## src/design/ccfr_pkg.sv

```systemverilog
// Shared types, constants and CRC-8 step for the COBS/CRC-8 frame receiver.
`timescale 1ns / 1ps

package ccfr_pkg;

    localparam logic [7:0] FRAME_DELIM   = 8'h00;
    localparam logic [7:0] COBS_MAX_CODE = 8'hFF;
    localparam logic [7:0] CRC8_POLY     = 8'h07;
    localparam int unsigned HDR_BYTES    = 3;
    localparam int unsigned OVERHEAD     = 4;

    typedef enum logic [2:0] {
        FS_OK        = 3'd0,
        FS_SHORT     = 3'd1,
        FS_LENGTH    = 3'd2,
        FS_CRC       = 3'd3,
        FS_BAD_COBS  = 3'd4
    } frame_status_t;

    typedef enum logic {
        RK_PAYLOAD = 1'b0,
        RK_STATUS  = 1'b1
    } result_kind_t;

    function automatic logic [7:0] crc8_update(input logic [7:0] crc, input logic [7:0] b);
        logic [7:0] c;
        c = crc ^ b;
        for (int i = 0; i < 8; i++) begin
            if (c[7]) begin
                c = {c[6:0], 1'b0} ^ CRC8_POLY;
            end else begin
                c = {c[6:0], 1'b0};
            end
        end
        return c;
    endfunction

endpackage

```

## src/design/cobs_crc8_frame_receiver_top.sv

```systemverilog
// COBS deframer with CRC-8 check: decodes link bytes into payload bytes and frame status.
//
//   channel | ports                | direction | per transaction
//   --------+----------------------+-----------+-------------------------------------------
//   s_      | s_valid/s_ready      | in        | s_rx_byte: one link byte, 0x00 ends frame
//   m_      | m_valid/m_ready      | out       | kind, payload byte/index, type, length, status
//
// One link byte per clock while s_ready is high; a byte's result, if any, is registered
// on acceptance and held in the output register. s_ready is high while the output
// register is empty or being drained, so bytes stream back to back under m_ready.
// Synchronous active-low reset clears all frame state and the output valid.
`timescale 1ns / 1ps

module cobs_crc8_frame_receiver_top
    import ccfr_pkg::*;
#(
    parameter int MAX_ENCODED_BYTES = 264,
    parameter int MAX_DECODED_BYTES = 260
) (
    input  logic        aclk,
    input  logic        aresetn,
    input  logic        s_valid,
    output logic        s_ready,
    input  logic [7:0]  s_rx_byte,
    output logic        m_valid,
    input  logic        m_ready,
    output logic        m_result_kind,
    output logic [7:0]  m_payload_byte,
    output logic [7:0]  m_payload_index,
    output logic [7:0]  m_frame_type,
    output logic [15:0] m_payload_length,
    output logic [2:0]  m_frame_status
);

    localparam int ENC_W = $clog2(MAX_ENCODED_BYTES + 1);
    localparam int DEC_W = $clog2(MAX_DECODED_BYTES + 1);
    localparam logic [ENC_W-1:0] ENC_MAX = ENC_W'(MAX_ENCODED_BYTES);
    localparam logic [DEC_W-1:0] DEC_MAX = DEC_W'(MAX_DECODED_BYTES);
    localparam logic [DEC_W-1:0] DEC_HDR = DEC_W'(HDR_BYTES);

    logic [ENC_W-1:0] enc_count_reg, enc_count_next;
    logic [7:0]       grp_rem_reg, grp_rem_next;
    logic             zero_pend_reg, zero_pend_next;
    logic [DEC_W-1:0] dec_count_reg, dec_count_next;
    logic [7:0]       type_reg, type_next;
    logic [15:0]      len_reg, len_next;
    logic [7:0]       crc_reg, crc_next;
    logic [7:0]       check_reg, check_next;
    logic             crc_seen_reg, crc_seen_next;
    logic             ovf_reg, ovf_next;

    logic             out_valid_reg, out_valid_next;
    logic             out_kind_reg, out_kind_next;
    logic [7:0]       out_byte_reg, out_byte_next;
    logic [7:0]       out_index_reg, out_index_next;
    logic [7:0]       out_type_reg, out_type_next;
    logic [15:0]      out_len_reg, out_len_next;
    logic [2:0]       out_status_reg, out_status_next;

    logic             accept;
    logic             dec_en;
    logic [7:0]       dec_val;
    logic [DEC_W-1:0] pos;
    frame_status_t    status;

    assign s_ready = !out_valid_reg || m_ready;
    assign accept  = s_valid && s_ready;
    assign pos     = dec_count_reg - DEC_HDR;

    always_comb begin
        if (ovf_reg) begin
            status = FS_LENGTH;
        end else if (grp_rem_reg != 8'd0) begin
            status = FS_BAD_COBS;
        end else if (dec_count_reg < DEC_W'(OVERHEAD)) begin
            status = FS_SHORT;
        end else if ((17'(dec_count_reg) != 17'(len_reg) + 17'(OVERHEAD)) || !crc_seen_reg) begin
            status = FS_LENGTH;
        end else if (crc_reg != check_reg) begin
            status = FS_CRC;
        end else begin
            status = FS_OK;
        end
    end

    always_comb begin
        enc_count_next  = enc_count_reg;
        grp_rem_next    = grp_rem_reg;
        zero_pend_next  = zero_pend_reg;
        dec_count_next  = dec_count_reg;
        type_next       = type_reg;
        len_next        = len_reg;
        crc_next        = crc_reg;
        check_next      = check_reg;
        crc_seen_next   = crc_seen_reg;
        ovf_next        = ovf_reg;
        out_valid_next  = out_valid_reg && !m_ready;
        out_kind_next   = out_kind_reg;
        out_byte_next   = out_byte_reg;
        out_index_next  = out_index_reg;
        out_type_next   = out_type_reg;
        out_len_next    = out_len_reg;
        out_status_next = out_status_reg;
        dec_en          = 1'b0;
        dec_val         = s_rx_byte;

        if (accept) begin
            if (s_rx_byte == FRAME_DELIM) begin
                if (enc_count_reg != '0 || ovf_reg) begin
                    out_valid_next  = 1'b1;
                    out_kind_next   = RK_STATUS;
                    out_byte_next   = 8'd0;
                    out_index_next  = 8'd0;
                    out_type_next   = type_reg;
                    out_len_next    = len_reg;
                    out_status_next = status;
                end
                enc_count_next = '0;
                grp_rem_next   = 8'd0;
                zero_pend_next = 1'b0;
                dec_count_next = '0;
                type_next      = 8'd0;
                len_next       = 16'd0;
                crc_next       = 8'd0;
                check_next     = 8'd0;
                crc_seen_next  = 1'b0;
                ovf_next       = 1'b0;
            end else if (enc_count_reg >= ENC_MAX) begin
                ovf_next = 1'b1;
            end else begin
                enc_count_next = enc_count_reg + 1'b1;
                if (grp_rem_reg == 8'd0) begin
                    grp_rem_next   = s_rx_byte - 8'd1;
                    zero_pend_next = (s_rx_byte != COBS_MAX_CODE);
                    dec_en         = zero_pend_reg;
                    dec_val        = 8'd0;
                end else begin
                    grp_rem_next = grp_rem_reg - 8'd1;
                    dec_en       = 1'b1;
                end
            end
        end

        if (dec_en) begin
            if (dec_count_reg >= DEC_MAX) begin
                ovf_next = 1'b1;
            end else begin
                dec_count_next = dec_count_reg + 1'b1;
                if (dec_count_reg == DEC_W'(0)) begin
                    type_next = dec_val;
                    crc_next  = crc8_update(crc_reg, dec_val);
                end else if (dec_count_reg == DEC_W'(1)) begin
                    len_next  = {len_reg[15:8], dec_val};
                    crc_next  = crc8_update(crc_reg, dec_val);
                end else if (dec_count_reg == DEC_W'(2)) begin
                    len_next  = {dec_val, len_reg[7:0]};
                    crc_next  = crc8_update(crc_reg, dec_val);
                end else if (16'(pos) < len_reg) begin
                    crc_next        = crc8_update(crc_reg, dec_val);
                    out_valid_next  = 1'b1;
                    out_kind_next   = RK_PAYLOAD;
                    out_byte_next   = dec_val;
                    out_index_next  = pos[7:0];
                    out_type_next   = type_reg;
                    out_len_next    = len_reg;
                    out_status_next = FS_OK;
                end else if (16'(pos) == len_reg) begin
                    check_next    = dec_val;
                    crc_seen_next = 1'b1;
                end
            end
        end
    end

    always_ff @(posedge aclk) begin
        if (!aresetn) begin
            enc_count_reg <= '0;
            grp_rem_reg   <= 8'd0;
            zero_pend_reg <= 1'b0;
            dec_count_reg <= '0;
            type_reg      <= 8'd0;
            len_reg       <= 16'd0;
            crc_reg       <= 8'd0;
            check_reg     <= 8'd0;
            crc_seen_reg  <= 1'b0;
            ovf_reg       <= 1'b0;
            out_valid_reg <= 1'b0;
        end else begin
            enc_count_reg <= enc_count_next;
            grp_rem_reg   <= grp_rem_next;
            zero_pend_reg <= zero_pend_next;
            dec_count_reg <= dec_count_next;
            type_reg      <= type_next;
            len_reg       <= len_next;
            crc_reg       <= crc_next;
            check_reg     <= check_next;
            crc_seen_reg  <= crc_seen_next;
            ovf_reg       <= ovf_next;
            out_valid_reg <= out_valid_next;
        end
    end

    always_ff @(posedge aclk) begin
        out_kind_reg   <= out_kind_next;
        out_byte_reg   <= out_byte_next;
        out_index_reg  <= out_index_next;
        out_type_reg   <= out_type_next;
        out_len_reg    <= out_len_next;
        out_status_reg <= out_status_next;
    end

    assign m_valid          = out_valid_reg;
    assign m_result_kind    = out_kind_reg;
    assign m_payload_byte   = out_byte_reg;
    assign m_payload_index  = out_index_reg;
    assign m_frame_type     = out_type_reg;
    assign m_payload_length = out_len_reg;
    assign m_frame_status   = out_status_reg;

endmodule

```

## config.mk

```make
export PLATFORM = sky130hd
export DESIGN_NAME = cobs_crc8_frame_receiver_top
export DESIGN_NICKNAME = d
export VERILOG_FILES = /design/src/design/ccfr_pkg.sv /design/src/design/cobs_crc8_frame_receiver_top.sv
export SDC_FILE = /design/constraint.sdc
export NUM_CORES = 1
export LEC_CHECK = 0
export BUFFER_PORTS_ARGS = -buffer_cell sky130_fd_sc_hd__buf_2
export CAP_MARGIN = 40
export CORE_UTILIZATION = 35
export CTS_BUF_LIST = sky130_fd_sc_hd__clkbuf_8
export CTS_CLUSTER_SIZE = 12
export DETAILED_ROUTE_END_ITERATION = 6
export PLACE_DENSITY_LB_ADDON = 0.15
export SLEW_MARGIN = 10
export SYNTH_ARGS = -nofsm -noshare
export SYNTH_HDL_FRONTEND = slang
export SYNTH_SLANG_ARGS = --single-unit
export TNS_END_PERCENT = 10
```

## constraint.sdc

```tcl
create_clock -name aclk -period 4.2 [get_ports aclk]
set_input_delay 0.84 -clock aclk [delete_from_list [all_inputs] [get_ports aclk]]
set_output_delay 0.84 -clock aclk [all_outputs]
set_load 0.02 [all_outputs]
```

==> reports/qor.log <==
qor: run_status.status finished, final reports clean
qor: clock_network.cts_htree_levels 4
qor: synth.ys.warnings.count 0
qor: detailed_routing.route.final.wire_length 16,100 um
qor: floorplan.fp.dieW 133 um
qor: detailed_routing.firstDrtPassIters 5
qor: clock_network.cts_made_buffers 17
qor: pwr.leakage_power_total 0.00279 uW
qor: layout.area.growth.synth_to_final 14.0%
qor: synth.synth.avg_cell_area 8.74 um2
qor: detailed_routing.number_of_drc_markers_in_iteration_0 309
qor: sta.final-hold-violation-count 0
qor: sta.period_needed 3.62 ns
qor: clock_network.cts.sink_count 114
qor: pwr.power_density 602 nW/um2
qor: detailed_routing.drt.antenna.violating_nets 0
qor: global_route.met2_usage 30.9%
qor: synth.yosys_register_bits 114
qor: floorplan.design.die.area 17,700 um2
qor: placement.dpl.cell_count 944
qor: clock_network.root_driver clkbuf_8
qor: clock_network.clock_path_buffers 2
qor: floorplan.initial_core_util 36.0%
qor: worst_setup_path.r2r.worst_path.cells 11
qor: clock_network.cts.repair.resized 0
qor: layout.drive_above_1_share 19.5%
qor: clock_network.post_cts_buffers 0
qor: layout.antenna-diode-count 0
qor: sta.tightestPinTransition 0.805 ns
qor: global_route.met3_global_route_usage 4.83%
qor: hold_path.hp-class reg2reg
qor: pwr.maximum_vdd_ir_drop 0.273 mV
qor: detailed_routing.remaining_drc_errors 0
qor: synth.synth_cell_type_count 68
qor: synth.yosys_most_used_dff dfxtp_1
qor: global_route.global_route_met1_usage 23.7%
qor: worst_setup_path.critical_path_sink_type register
qor: synth.synthesis.instances 688
qor: worst_setup_path.r2r_slack 0.58 ns
qor: placement.detailed_placer_s_ending_hpwl 11,400 um
qor: worst_setup_path.critPathRequiredTime 4.58 ns
qor: detailed_routing.wire_per_inst 16.5 um
qor: detailed_routing.vias_per_cell 5.23
qor: clock_network.clkTransAtPathRegs 0.07 ns
qor: global_route.global_route.usage.total 18.8%
qor: synth.proportion_of_register_bits_with_asynchronous_set_or_reset_after_synthesis 0%
qor: sta.final-max-slew-violation-count 0
qor: floorplan.pin_count 58
qor: floorplan.fp.dieH 133 um
qor: global_route.maximum_number_of_pins_on_one_net_before_global_route_repair 40
qor: placement.numPortBuffers 57
qor: clock_network.cts_hold_fix_bufs 0
qor: global_route.grt-busiest-layer met2
qor: sta.setup_viol 0
qor: worst_setup_path.critical_path_peak_fanout 9
qor: global_route.grt_antenna_before_repair 0
qor: hold_path.hold_start m_payload_index[7]$_DFF_P_
qor: worst_setup_path.worst_ep_arrival_time 4.00 ns
qor: hold_path.worst_hold_path.endpoint m_payload_index[7]$_DFF_P_
qor: worst_setup_path.timing.setup.critical_path_class reg2reg
qor: job.max_cap_violations 0
qor: sta.skew 0.00986 ns
qor: worst_setup_path.startpoint_type register
qor: sta.slew-limit-headroom 46.0%
qor: hold_path.hold-path-cell-count 2
qor: detailed_routing.vias 5,095
qor: worst_setup_path.reg2reg_from dec_count_reg[4]$_SDFF_PN0_
qor: sta.timing.final.crit_share 86.3%
qor: sta.clock.fmax 276 MHz
qor: floorplan.core-area 16,700 um2
qor: clock_network.clock_tree_from_tritoncts built
qor: worst_setup_path.worstReg2RegEnd check_reg[6]$_SDFF_PN0_
qor: sta.timing.setup.tns 0 ns
qor: global_route.grt-ovfl-total 0
qor: placement.place_congestion 0.881
qor: global_route.first_global_vias 5,005
qor: floorplan.placement_rows 47
qor: synth.syn_area 6010 um2
qor: global_route.grt_first_pass_wirelength 25,900 um
qor: synth.synth_seq_area_share 38.0%
qor: clock_network.clock_latency_of_the_later_clocked_register_in_the_worst_skew_pair 0.44 ns
qor: layout.finalNetCount 772
qor: synth.mappedNetlistNets 717
qor: layout.post_layout_nonfiller_instances 975
qor: sta.grt_setup_unrepaired no
qor: synth.number_of_synthesized_flops_with_an_enable_pin 0
==> worst max path at each step <==
stage / startpoint / cells after the start / end
after global routing: dec_count_reg[4]$_SDFF_PN0_ / 11 / check_reg[5]$_SDFF_PN0_
after floorplan: dec_count_reg[4]$_SDFF_PN0_ / 15 / m_payload_length[10]$_DFF_P_
after CTS: dec_count_reg[4]$_SDFF_PN0_ / 11 / check_reg[6]$_SDFF_PN0_
final: dec_count_reg[4]$_SDFF_PN0_ / 11 / check_reg[6]$_SDFF_PN0_
after global placement: dec_count_reg[4]$_SDFF_PN0_ / 11 / check_reg[5]$_SDFF_PN0_
after detailed placement: dec_count_reg[4]$_SDFF_PN0_ / 11 / check_reg[0]$_SDFF_PN0_
==> per-layer routing <==
metal	vias to the layer above	wire [um]
met5	-	0
li1	2536	-
met1	2405	7350
met2	135	7600
met3	19	859
met4	0	243
==> kinds of logic after synthesis <==
kind of cell    Yosys count  synth area share (%)
compound gates          141                  14.7
xor+xnor                 48                  6.99
fa+ha+maj                17                  3.54
buf+inv                  62                  4.97
flops                   114                  38.0
mux                      37                  7.93
simple gates            269                  23.9
==> cells in the mapped netlist, drive strengths merged (5+ instances only) <==
cell type | count | area [um2]
nor4 | 7 | 65.1
or4 | 5 | 45.0
mux2 | 31 | 417
ha | 17 | 213
a211oi | 9 | 67.6
inv | 28 | 105
nand2 | 56 | 213
xnor2 | 23 | 201
xor2 | 25 | 219
nand4 | 10 | 62.6
nand2b | 14 | 95.1
nor2 | 46 | 173
o22ai | 10 | 62.6
nor2b | 11 | 68.8
mux2i | 6 | 60.1
o21ai | 54 | 282
clkbuf | 22 | 82.6
nand3 | 58 | 290
buf | 12 | 111
a21boi | 7 | 52.6
dfxtp | 114 | 2280
a31oi | 9 | 56.3
a22oi | 5 | 37.5
and2 | 26 | 168
nor3 | 11 | 65.1
a21oi | 24 | 120
and3 | 7 | 43.8
==> power by group <==
group	switching (uW)	leakage, uW	internal (uW)
Clock	471	0.000189	520
Sequential	147	0.000926	1250
Combinational	1040	0.00168	695
Total	1660	0.00279	2470
==> cells in the final DEF, fill, tap and decap left out, types with 3 or more instances in the layout <==
master,synthesis,routed
clkinvlp_4,0,3
nand4b_1,3,3
clkinv_2,0,4
o21ai_0,48,48
mux2i_1,6,6
o22ai_1,10,10
nor2_1,46,46
nand4_1,10,10
o21ai_1,5,5
and3_1,7,7
nor2b_1,11,11
nor4_1,5,5
nor3b_1,3,3
nand2b_1,13,13
buf_2,6,57
xnor2_1,23,23
or4_1,3,3
dfxtp_1,114,114
buf_4,0,13
a22oi_1,5,5
mux2_2,13,13
clkbuf_8,0,17
ha_1,17,17
a21boi_0,7,7
o21a_1,3,3
mux2_4,18,18
nand3_1,58,58
nand2_1,55,55
nor3_1,9,9
xor2_1,25,25
nor4b_1,3,3
inv_1,28,29
a211oi_1,9,9
a21oi_1,24,24
a31oi_1,9,9
and2_1,23,23
nand3b_1,3,3
==> worst max-delay path: stages (launching register included) <==
cell	delay (ns)
dfxtp_1	0.40
or4_4	0.56
or3_4	0.38
nor2_1	0.12
xor2_1	0.08
ha_1	0.30
nor2_1	0.06
nor4_1	0.16
o2111ai_1	0.28
nor4_4	0.70
mux2_2	0.41
nor2_1	0.09
==> metrics by stage <==
step / setup slack (ns) / hold WS (ns) / total power [uW] / area (um2) / util, %
floorplan: 0.804 / 0.441 / 2650 / 6010 / -
finish: 0.577 / 0.453 / 4120 / 6850 / 41.0
detailed placement: 0.579 / 0.447 / 3140 / 6470 / 38.8
global placement: 0.687 / 0.444 / 3100 / 6470 / 38.8
global route: 0.308 / 0.483 / 4400 / 6850 / 41.0
CTS: 0.549 / 0.460 / 4140 / 6850 / 41.0
==> final cells by class <==
cell class / instances / area [um2]
Clock buffer: 17 / 234
Inverter: 28 / 105
Tap cell: 220 / 275
Timing Repair Buffer: 70 / 383
Sequential cell: 114 / 2280
Multi-Input combinational cell: 512 / 3430
Fill cell: 1723 / 9850
Clock inverter: 14 / 141
Note: power is estimated with default switching activity, not from simulation.
